$ cat src/rtl/core/cds_pkg.sv
// Package for the calendar date stepper: widths, codes and calendar helper functions.
package cds_pkg;

	localparam int YEAR_MAX = 9999;

	localparam int REQ_W  = 2;
	localparam int DAY_W  = 5;
	localparam int MON_W  = 4;
	localparam int YEAR_W = 14;
	localparam int CENT_W = 8;
	localparam int YY_W   = 7;
	localparam int WD_W   = 3;
	localparam int ST_W   = 2;

	typedef enum logic [REQ_W-1:0] {
		REQ_LOAD = 2'd0,
		REQ_FWD  = 2'd1,
		REQ_BACK = 2'd2,
		REQ_NONE = 2'd3
	} req_t;

	typedef enum logic [ST_W-1:0] {
		ST_OK      = 2'd0,
		ST_INVALID = 2'd1,
		ST_LIMIT   = 2'd2
	} status_t;

	// A year is kept as century and year of century, so the leap test needs no division.
	function automatic logic is_leap(input logic [CENT_W-1:0] cent, input logic [YY_W-1:0] yy);
		if (yy == '0) begin
			return cent[1:0] == 2'd0;
		end
		return yy[1:0] == 2'd0;
	endfunction

	function automatic logic [DAY_W-1:0] month_len(input logic [MON_W-1:0] m, input logic leap);
		logic [DAY_W-1:0] len;
		unique case (m)
			4'd2: len = leap ? 5'd29 : 5'd28;
			4'd4, 4'd6, 4'd9, 4'd11: len = 5'd30;
			default: len = 5'd31;
		endcase
		return len;
	endfunction

	// Quotient by 100 through a reciprocal; exact for every 14-bit year.
	function automatic logic [CENT_W-1:0] div100(input logic [YEAR_W-1:0] y);
		logic [26:0] p;
		p = 27'(y) * 27'd5243;
		return p[26:19];
	endfunction

	function automatic logic [WD_W-1:0] weekday_of(input logic [DAY_W-1:0] d,
			input logic [MON_W-1:0] m, input logic [CENT_W-1:0] cent,
			input logic [YY_W-1:0] yy);
		logic [2:0]  mo;
		logic [1:0]  coff;
		logic        leap;
		logic [8:0]  s;
		logic [16:0] p;
		logic [6:0]  q;
		logic [8:0]  r;
		leap = is_leap(cent, yy);
		unique case (m)
			4'd1:  mo = leap ? 3'd6 : 3'd0;
			4'd2:  mo = leap ? 3'd2 : 3'd3;
			4'd3:  mo = 3'd3;
			4'd4:  mo = 3'd6;
			4'd5:  mo = 3'd1;
			4'd6:  mo = 3'd4;
			4'd7:  mo = 3'd6;
			4'd8:  mo = 3'd2;
			4'd9:  mo = 3'd5;
			4'd10: mo = 3'd0;
			4'd11: mo = 3'd3;
			4'd12: mo = 3'd5;
			default: mo = 3'd0;
		endcase
		coff = 2'd3 - cent[1:0];
		s = 9'({coff, 1'b0}) + 9'(yy) + 9'(yy >> 2) + 9'(mo) + 9'(d);
		p = 17'(s) * 17'd147;
		q = p[16:10];
		r = s - 9'(10'(q) * 10'd7);
		if (r >= 9'd7) begin
			r = r - 9'd7;
		end
		return r[WD_W-1:0];
	endfunction

endpackage

$ cat src/rtl/core/cds_req_if.sv
// Request channel: one word carries a request code and a date to load.
interface cds_req_if;
	logic                          valid;
	logic                          ready;
	logic [cds_pkg::REQ_W-1:0]     req_type;
	logic [cds_pkg::DAY_W-1:0]     load_day;
	logic [cds_pkg::MON_W-1:0]     load_month;
	logic [cds_pkg::YEAR_W-1:0]    load_year;

	modport source(output valid, req_type, load_day, load_month, load_year, input ready);
	modport sink(input valid, req_type, load_day, load_month, load_year, output ready);
endinterface

$ cat src/rtl/core/cds_rsp_if.sv
// Result channel: one word carries the held date, its day of week and a status.
interface cds_rsp_if;
	logic                          valid;
	logic                          ready;
	logic [cds_pkg::DAY_W-1:0]     cur_day_out;
	logic [cds_pkg::MON_W-1:0]     cur_month_out;
	logic [cds_pkg::YEAR_W-1:0]    cur_year_out;
	logic [cds_pkg::WD_W-1:0]      weekday;
	logic [cds_pkg::ST_W-1:0]      status;

	modport source(output valid, cur_day_out, cur_month_out, cur_year_out, weekday, status,
		input ready);
	modport sink(input valid, cur_day_out, cur_month_out, cur_year_out, weekday, status,
		output ready);
endinterface

$ cat src/rtl/core/calendar_date_stepper.sv
// Calendar date stepper: holds a Gregorian date and loads or steps it as each request word asks.
//
// The block takes one request word per clock cycle while the result side does not stall,
// and returns one result word for each, in order; a result word passes through stages s1,
// s2, s3 and s4 before it is presented. Each stage holds a word and passes it on as soon as
// the next stage is free, so an empty stage still takes a word while a result waits to be
// taken. The rate of one word per cycle is set by the date update stage, which reads and
// writes the held day, month and year registers in the same cycle. The year is also kept
// as century and year of century, so the leap-year test needs no division.
module calendar_date_stepper (
	input  logic       clk,
	input  logic       arst_n,
	input  logic       cfg_we,
	input  logic       cfg_wdata,
	cds_req_if.sink    req,
	cds_rsp_if.source  rsp
);

	logic rdy_s1, rdy_s2, rdy_s3, rdy_s4;

	logic                          valid_s1;
	cds_pkg::req_t                 req_s1;
	logic [cds_pkg::DAY_W-1:0]     day_s1;
	logic [cds_pkg::MON_W-1:0]     mon_s1;
	logic [cds_pkg::YEAR_W-1:0]    year_s1;

	logic                          valid_s2;
	cds_pkg::req_t                 req_s2;
	logic [cds_pkg::DAY_W-1:0]     day_s2;
	logic [cds_pkg::MON_W-1:0]     mon_s2;
	logic [cds_pkg::YEAR_W-1:0]    year_s2;
	logic [cds_pkg::CENT_W-1:0]    cent_s2;
	logic [cds_pkg::YY_W-1:0]      yy_s2;

	logic                          valid_s3;
	logic [cds_pkg::DAY_W-1:0]     day_s3;
	logic [cds_pkg::MON_W-1:0]     mon_s3;
	logic [cds_pkg::YEAR_W-1:0]    year_s3;
	logic [cds_pkg::CENT_W-1:0]    cent_s3;
	logic [cds_pkg::YY_W-1:0]      yy_s3;
	cds_pkg::status_t              status_s3;

	logic                          valid_s4;
	logic [cds_pkg::DAY_W-1:0]     day_s4;
	logic [cds_pkg::MON_W-1:0]     mon_s4;
	logic [cds_pkg::YEAR_W-1:0]    year_s4;
	logic [cds_pkg::WD_W-1:0]      weekday_s4;
	cds_pkg::status_t              status_s4;

	logic                          step_unit_q;
	logic [cds_pkg::DAY_W-1:0]     day_q;
	logic [cds_pkg::MON_W-1:0]     mon_q;
	logic [cds_pkg::YEAR_W-1:0]    year_q;
	logic [cds_pkg::CENT_W-1:0]    cent_q;
	logic [cds_pkg::YY_W-1:0]      yy_q;

	logic [cds_pkg::DAY_W-1:0]     nxt_day;
	logic [cds_pkg::MON_W-1:0]     nxt_mon;
	logic [cds_pkg::YEAR_W-1:0]    nxt_year;
	logic [cds_pkg::CENT_W-1:0]    nxt_cent;
	logic [cds_pkg::YY_W-1:0]      nxt_yy;
	cds_pkg::status_t              nxt_status;

	logic [cds_pkg::YEAR_W-1:0]    year_inc, year_dec;
	logic [cds_pkg::CENT_W-1:0]    cent_inc, cent_dec;
	logic [cds_pkg::YY_W-1:0]      yy_inc, yy_dec;
	logic                          leap_cur, leap_inc, leap_dec, leap_load;
	logic [cds_pkg::DAY_W-1:0]     len_cur, len_prev, len_load;
	logic                          load_bad, at_max, at_min;

	localparam logic [cds_pkg::YEAR_W-1:0] YEAR_TOP = cds_pkg::YEAR_W'(cds_pkg::YEAR_MAX);

	assign rdy_s4    = !valid_s4 || rsp.ready;
	assign rdy_s3    = !valid_s3 || rdy_s4;
	assign rdy_s2    = !valid_s2 || rdy_s3;
	assign rdy_s1    = !valid_s1 || rdy_s2;
	assign req.ready = rdy_s1;

	always_ff @(posedge clk or negedge arst_n) begin
		if (!arst_n) begin
			step_unit_q <= 1'b0;
		end else if (cfg_we) begin
			step_unit_q <= cfg_wdata;
		end
	end

	always_ff @(posedge clk or negedge arst_n) begin
		if (!arst_n) begin
			valid_s1 <= 1'b0;
			valid_s2 <= 1'b0;
			valid_s3 <= 1'b0;
			valid_s4 <= 1'b0;
		end else begin
			if (rdy_s1) begin
				valid_s1 <= req.valid;
			end
			if (rdy_s2) begin
				valid_s2 <= valid_s1;
			end
			if (rdy_s3) begin
				valid_s3 <= valid_s2;
			end
			if (rdy_s4) begin
				valid_s4 <= valid_s3;
			end
		end
	end

	always_ff @(posedge clk) begin
		if (rdy_s1) begin
			req_s1  <= cds_pkg::req_t'(req.req_type);
			day_s1  <= req.load_day;
			mon_s1  <= req.load_month;
			year_s1 <= req.load_year;
		end
		if (rdy_s2) begin
			req_s2  <= req_s1;
			day_s2  <= day_s1;
			mon_s2  <= mon_s1;
			year_s2 <= year_s1;
			cent_s2 <= cds_pkg::div100(year_s1);
			yy_s2   <= cds_pkg::YY_W'(year_s1 - cds_pkg::YEAR_W'(
				16'(cds_pkg::div100(year_s1)) * 16'd100));
		end
		if (rdy_s3) begin
			day_s3    <= nxt_day;
			mon_s3    <= nxt_mon;
			year_s3   <= nxt_year;
			cent_s3   <= nxt_cent;
			yy_s3     <= nxt_yy;
			status_s3 <= nxt_status;
		end
		if (rdy_s4) begin
			day_s4     <= day_s3;
			mon_s4     <= mon_s3;
			year_s4    <= year_s3;
			weekday_s4 <= cds_pkg::weekday_of(day_s3, mon_s3, cent_s3, yy_s3);
			status_s4  <= status_s3;
		end
	end

	always_ff @(posedge clk or negedge arst_n) begin
		if (!arst_n) begin
			day_q  <= cds_pkg::DAY_W'(1);
			mon_q  <= cds_pkg::MON_W'(1);
			year_q <= cds_pkg::YEAR_W'(2000);
			cent_q <= cds_pkg::CENT_W'(20);
			yy_q   <= '0;
		end else if (valid_s2 && rdy_s3) begin
			day_q  <= nxt_day;
			mon_q  <= nxt_mon;
			year_q <= nxt_year;
			cent_q <= nxt_cent;
			yy_q   <= nxt_yy;
		end
	end

	always_comb begin
		year_inc  = year_q + 1'b1;
		year_dec  = year_q - 1'b1;
		yy_inc    = (yy_q == 7'd99) ? '0 : yy_q + 1'b1;
		cent_inc  = (yy_q == 7'd99) ? cent_q + 1'b1 : cent_q;
		yy_dec    = (yy_q == '0) ? 7'd99 : yy_q - 1'b1;
		cent_dec  = (yy_q == '0) ? cent_q - 1'b1 : cent_q;
		leap_cur  = cds_pkg::is_leap(cent_q, yy_q);
		leap_inc  = cds_pkg::is_leap(cent_inc, yy_inc);
		leap_dec  = cds_pkg::is_leap(cent_dec, yy_dec);
		leap_load = cds_pkg::is_leap(cent_s2, yy_s2);
		len_cur   = cds_pkg::month_len(mon_q, leap_cur);
		len_prev  = cds_pkg::month_len(mon_q - 1'b1, leap_cur);
		len_load  = cds_pkg::month_len(mon_s2, leap_load);
		at_max    = year_q >= YEAR_TOP;
		at_min    = year_q <= cds_pkg::YEAR_W'(1);
		load_bad  = (mon_s2 < 4'd1) || (mon_s2 > 4'd12) || (year_s2 == '0) ||
			(year_s2 > YEAR_TOP) || (day_s2 == '0) || (day_s2 > len_load);
	end

	always_comb begin
		nxt_day    = day_q;
		nxt_mon    = mon_q;
		nxt_year   = year_q;
		nxt_cent   = cent_q;
		nxt_yy     = yy_q;
		nxt_status = cds_pkg::ST_OK;
		unique case (req_s2)
			cds_pkg::REQ_LOAD: begin
				if (load_bad) begin
					nxt_status = cds_pkg::ST_INVALID;
				end else begin
					nxt_day  = day_s2;
					nxt_mon  = mon_s2;
					nxt_year = year_s2;
					nxt_cent = cent_s2;
					nxt_yy   = yy_s2;
				end
			end
			cds_pkg::REQ_FWD: begin
				if (step_unit_q) begin
					if (at_max) begin
						nxt_status = cds_pkg::ST_LIMIT;
					end else begin
						nxt_year = year_inc;
						nxt_cent = cent_inc;
						nxt_yy   = yy_inc;
						if (mon_q == 4'd2 && day_q == 5'd29) begin
							nxt_mon = 4'd3;
							nxt_day = 5'd1;
						end else if (mon_q == 4'd3 && day_q == 5'd1 && leap_inc) begin
							nxt_mon = 4'd2;
							nxt_day = 5'd29;
						end
					end
				end else if (day_q >= len_cur) begin
					if (mon_q >= 4'd12) begin
						if (at_max) begin
							nxt_status = cds_pkg::ST_LIMIT;
						end else begin
							nxt_year = year_inc;
							nxt_cent = cent_inc;
							nxt_yy   = yy_inc;
							nxt_mon  = 4'd1;
							nxt_day  = 5'd1;
						end
					end else begin
						nxt_mon = mon_q + 1'b1;
						nxt_day = 5'd1;
					end
				end else begin
					nxt_day = day_q + 1'b1;
				end
			end
			cds_pkg::REQ_BACK: begin
				if (step_unit_q) begin
					if (at_min) begin
						nxt_status = cds_pkg::ST_LIMIT;
					end else begin
						nxt_year = year_dec;
						nxt_cent = cent_dec;
						nxt_yy   = yy_dec;
						if (mon_q == 4'd2 && day_q == 5'd29) begin
							nxt_mon = 4'd3;
							nxt_day = 5'd1;
						end else if (mon_q == 4'd3 && day_q == 5'd1 && leap_dec) begin
							nxt_mon = 4'd2;
							nxt_day = 5'd29;
						end
					end
				end else if (day_q <= 5'd1) begin
					if (mon_q <= 4'd1) begin
						if (at_min) begin
							nxt_status = cds_pkg::ST_LIMIT;
						end else begin
							nxt_year = year_dec;
							nxt_cent = cent_dec;
							nxt_yy   = yy_dec;
							nxt_mon  = 4'd12;
							nxt_day  = 5'd31;
						end
					end else begin
						nxt_mon = mon_q - 1'b1;
						nxt_day = len_prev;
					end
				end else begin
					nxt_day = day_q - 1'b1;
				end
			end
			cds_pkg::REQ_NONE: begin
				nxt_status = cds_pkg::ST_OK;
			end
			default: begin
				nxt_status = cds_pkg::ST_OK;
			end
		endcase
	end

	assign rsp.valid         = valid_s4;
	assign rsp.cur_day_out   = day_s4;
	assign rsp.cur_month_out = mon_s4;
	assign rsp.cur_year_out  = year_s4;
	assign rsp.weekday       = weekday_s4;
	assign rsp.status        = status_s4;

endmodule

$ cat src/flat_wrapper.sv
// flat-port wrapper written by rule: the top's interface ports become plain ports
module calendar_date_stepper_flat 
  (clk, arst_n, cfg_we, cfg_wdata, req_valid, req_req_type, req_load_day, req_load_month, req_load_year, req_ready, rsp_valid, rsp_cur_day_out, rsp_cur_month_out, rsp_cur_year_out, rsp_weekday, rsp_status, rsp_ready);
  cds_req_if req_i ();
  cds_rsp_if rsp_i ();
  input  logic clk;
  input  logic arst_n;
  input  logic cfg_we;
  input  logic cfg_wdata;
  input wire logic [$bits(req_i.valid)-1:0] req_valid;
  input wire logic [$bits(req_i.req_type)-1:0] req_req_type;
  input wire logic [$bits(req_i.load_day)-1:0] req_load_day;
  input wire logic [$bits(req_i.load_month)-1:0] req_load_month;
  input wire logic [$bits(req_i.load_year)-1:0] req_load_year;
  output wire logic [$bits(req_i.ready)-1:0] req_ready;
  output wire logic [$bits(rsp_i.valid)-1:0] rsp_valid;
  output wire logic [$bits(rsp_i.cur_day_out)-1:0] rsp_cur_day_out;
  output wire logic [$bits(rsp_i.cur_month_out)-1:0] rsp_cur_month_out;
  output wire logic [$bits(rsp_i.cur_year_out)-1:0] rsp_cur_year_out;
  output wire logic [$bits(rsp_i.weekday)-1:0] rsp_weekday;
  output wire logic [$bits(rsp_i.status)-1:0] rsp_status;
  input wire logic [$bits(rsp_i.ready)-1:0] rsp_ready;
  assign req_i.valid = req_valid;
  assign req_i.req_type = req_req_type;
  assign req_i.load_day = req_load_day;
  assign req_i.load_month = req_load_month;
  assign req_i.load_year = req_load_year;
  assign req_ready = req_i.ready;
  assign rsp_valid = rsp_i.valid;
  assign rsp_cur_day_out = rsp_i.cur_day_out;
  assign rsp_cur_month_out = rsp_i.cur_month_out;
  assign rsp_cur_year_out = rsp_i.cur_year_out;
  assign rsp_weekday = rsp_i.weekday;
  assign rsp_status = rsp_i.status;
  assign rsp_i.ready = rsp_ready;
  calendar_date_stepper u_core (.clk(clk), .arst_n(arst_n), .cfg_we(cfg_we), .cfg_wdata(cfg_wdata), .req(req_i), .rsp(rsp_i));
endmodule
$ cat config.mk
export PLATFORM = sky130hd
export DESIGN_NAME = calendar_date_stepper_flat
export DESIGN_NICKNAME = d
export VERILOG_FILES = /design/src/rtl/core/cds_pkg.sv /design/src/rtl/core/cds_req_if.sv /design/src/rtl/core/cds_rsp_if.sv /design/src/rtl/core/calendar_date_stepper.sv /design/src/flat_wrapper.sv
export SDC_FILE = /design/constraint.sdc
export NUM_CORES = 1
export LEC_CHECK = 0
export BUFFER_PORTS_ARGS = -buffer_cell sky130_fd_sc_hd__buf_2
export CORE_MARGIN = 5
export CORE_UTILIZATION = 58
export DETAILED_ROUTE_END_ITERATION = 16
export GPL_TIMING_DRIVEN = 0
export PLACE_DENSITY = 0.77
export SYNTH_ARGS = -nofsm -noshare
export SYNTH_HDL_FRONTEND = slang
export SYNTH_SLANG_ARGS = --single-unit
$ cat constraint.sdc
create_clock -name clk -period 10.19 [get_ports clk]
set_clock_uncertainty 0.2 [all_clocks]
set_input_delay 2.038 -clock clk [delete_from_list [all_inputs] [get_ports clk]]
set_output_delay 2.038 -clock clk [all_outputs]
set_load 0.1 [all_outputs]
==> impl_metrics.toml <==
[worst_hold_path]
min_path_type = "register to register"
hp-start = "u_core.year_s3[0]$_DFFE_PP_"
hold_depth = 0
worstHoldEndpoint = "u_core.rsp.cur_year_out[0]$_DFFE_PP_"

[routing]
vias = 11000
drt-total-wl_um = 37000
avgViaCountPerCell = 6.04
routedWlPerCell_um = 20.2
dr.pass1.iters = 6
drt-initial-drc-count = 958
ant_nets = 0
drc_errors = 0

[floorplanning]
start_util_pct = 58.8
io_pins = 61
placementRows = 56
design.core.area_sq_um = 23400
die_x_um = 164
dieArea_sq_um = 26900
die_h_um = 164

[placed_design]
gp_congestion = 0.968
dpl.hpwl_um = 27900
portBuffers = 60

[finish]
syn2layout_area_growth_pct = 13.3
fin_nets = 1790
final_cell_mix = "inv_1, ha_1, edfxtp_1"
drive_gt1_share_pct = 13.2
utilization_pct = 66.6
nFillCells = 1868
n_antenna_cell = 0
final_common_cell = "inv_1"

[critical_path]
start_kind = "register"
worst-r2r-cell-count = 43
reg2reg_from = "u_core.yy_s3[4]$_DFFE_PP_"
worstPathRequired_ns = 10.18
critPathMaxFanout = 5
slowest_stage = "fa_1"
cpMostUsedCell = "fa_1"
crit_type = "register to register"
end_kind = "register"
crit_family = "adder cells"
cp.arrival_ns = 10.09
timing.rr.end = "u_core.rsp.weekday[1]$_DFFE_PP_"
r2r_slack_ns = 0.1
critPathMaxStageDelay_ns = 0.54
crit_buf_inv = 7

[clock_network]
cts-buffers-inserted = 17
clkLatencyLatePin_ns = 0.44
hold_buffers = 0
cts_tree = "done"
cts_buffer_depth = 2
cts_sinks = 156
cts_max_level = 4
cts_root_buffer = "clkbuf_16"
clk_pin_slew_worst_paths_ns = 0.07

[timing]
post-route-period-util_pct = 99.1
max_freq_mhz = 99.1
slew_viol_final = 0
fin_crit_ns = 10.09
maxSlewHeadroom_pct = 19.6
hold_violations = 0
rsz0062_at_grt = "yes"
worstMarginPinSlew_ns = 1.20
finalSetupViolations = 0
hold_ws_ns = 0.212

[global_route]
grt_max_degree = 38
grt_usage_pct = 27.5
grt-ovfl-total = 0
grt_pass1_vias = 10900
grt_pass1_wl_um = 57600
antenna_found_initial = 1

[yosys]
synth_top_cell_area_share_pct = 26.0
mappedNetlistNets = 1690
ys_top_cells_by_area = "edfxtp_1, ha_1, fa_1, inv_1, dfrtp_1"
async_reset_ff_share_pct = 23.7
yosys.area.top_type = "edfxtp_1"
synth_ff_type = "edfxtp_1"
synth.distinct_cells = 77
synth_edf_count = 119
synth_area_sq_um = 13800
syn_area_per_cell_sq_um = 9.84
syn_inst = 1398
yosys_warnings = 0
synth_seq_area_share_pct = 32.8
ys_seq_elements = 156

[flow_run]
maxCapViolations = 0

[status]
status = "completed"
## worst register-to-register path, delay by kind of cell, from the launching register on
kind	cells	cell delay, ns
adders and majority gates	10	3.77
and+or+nand+nor	9	1.92
xor gates and xnor gates	3	0.38
AOI/OAI and AO/OA	12	2.08
DFF	1	0.42
muxes	2	0.50
buffers and inverters	7	0.56
## layer usage
metal	global-route usage, %	up-vias	wire length (um)
met5	0	-	19
met4	11.8	2	1560
met3	4.22	107	2280
met2	47.0	447	18300
met1	34.8	5371	14800
li1	-	5121	-
## cells in the mapped netlist (all sizes together) (16+ instances only)
master and instances:
a21oi 58, a31oi 19, clkbuf 48, dfrtp 29
edfxtp 119, fa 84, ha 177, inv 196
mux2 16, nand2 100, nand2b 19, nand3 30
nor2 94, nor3 32, nor4 17, o21ai 77
xnor2 41, xor2 20
## registers in the layout, indices dropped and copies added, names as in the netlist, 5 cells and up
name / flops
u_core.rsp.cur_day_out: 5
u_core.day_s1: 5
u_core.year_s3: 14
u_core.year_s1: 14
u_core.yy_q: 7
u_core.year_q: 14
u_core.yy_s3: 7
u_core.day_q: 5
u_core.day_s3: 5
u_core.rsp.cur_year_out: 14
u_core.day_s2: 5
u_core.yy_s2: 7
u_core.year_s2: 12
## per-stage QoR
step | setup slack [ns] | setup TNS (ns) | cells | instance area (sq um)
2_1_floorplan | 0.0979 | 0 | 1398 | 13800
3_3_place_gp | -1.09 | -2.94 | 1777 | 14500
3_5_place_dp | -1.29 | -3.57 | 1780 | 14500
4_1_cts | 0.00857 | 0 | 1819 | 15200
5_1_grt | -0.206 | -0.430 | 1830 | 15600
6_report | 0.0953 | 0 | 1830 | 15600
## layout make-up
| class | instances | area (sq um) | area share (%) |
|---|---|---|---|
| clock buffers | 17 | 425 | 2.73 |
| flip-flops and latches | 156 | 4510 | 28.9 |
| clock inverters | 15 | 149 | 0.955 |
| plain buffers | 58 | 234 | 1.50 |
| well taps | 319 | 399 | 2.56 |
| repair buffers | 81 | 500 | 3.21 |
| multi-input cells | 988 | 8630 | 55.4 |
| inverters | 196 | 736 | 4.72 |
## repair_timing
action                     4_1_cts  5_1_grt
setup buffers                    7       11
pin swaps                        6       41
gates resized for setup         16       56
setup endpoints to repair        3        3
## logic make-up after synthesis
group / Yosys count / synth area share (%)
multiplexers: 21 / 1.70
buffers and inverters: 254 / 7.05
AO/OA/AOI/OAI: 284 / 13.6
AND/OR/NAND/NOR: 361 / 12.6
XOR/XNOR: 61 / 3.88
flip-flops: 156 / 32.8
adder cells (fa/ha/maj): 261 / 28.3
## worst max-delay path by stage
stage                         startpoint                              end  cells after the start
2_1_floorplan  u_core.yy_s3[4]$_DFFE_PP_  u_core.rsp.weekday[1]$_DFFE_PP_                     42
3_3_place_gp   u_core.yy_s3[4]$_DFFE_PP_  u_core.rsp.weekday[1]$_DFFE_PP_                     42
3_5_place_dp   u_core.yy_s3[4]$_DFFE_PP_  u_core.rsp.weekday[1]$_DFFE_PP_                     42
4_1_cts        u_core.yy_s3[4]$_DFFE_PP_  u_core.rsp.weekday[1]$_DFFE_PP_                     43
5_1_grt        u_core.yy_s3[6]$_DFFE_PP_  u_core.rsp.weekday[1]$_DFFE_PP_                     43
6_report       u_core.yy_s3[4]$_DFFE_PP_  u_core.rsp.weekday[1]$_DFFE_PP_                     43
Power is not shown: default switching activity piles up to over one toggle a cycle in this logic, so the estimate is an artifact.
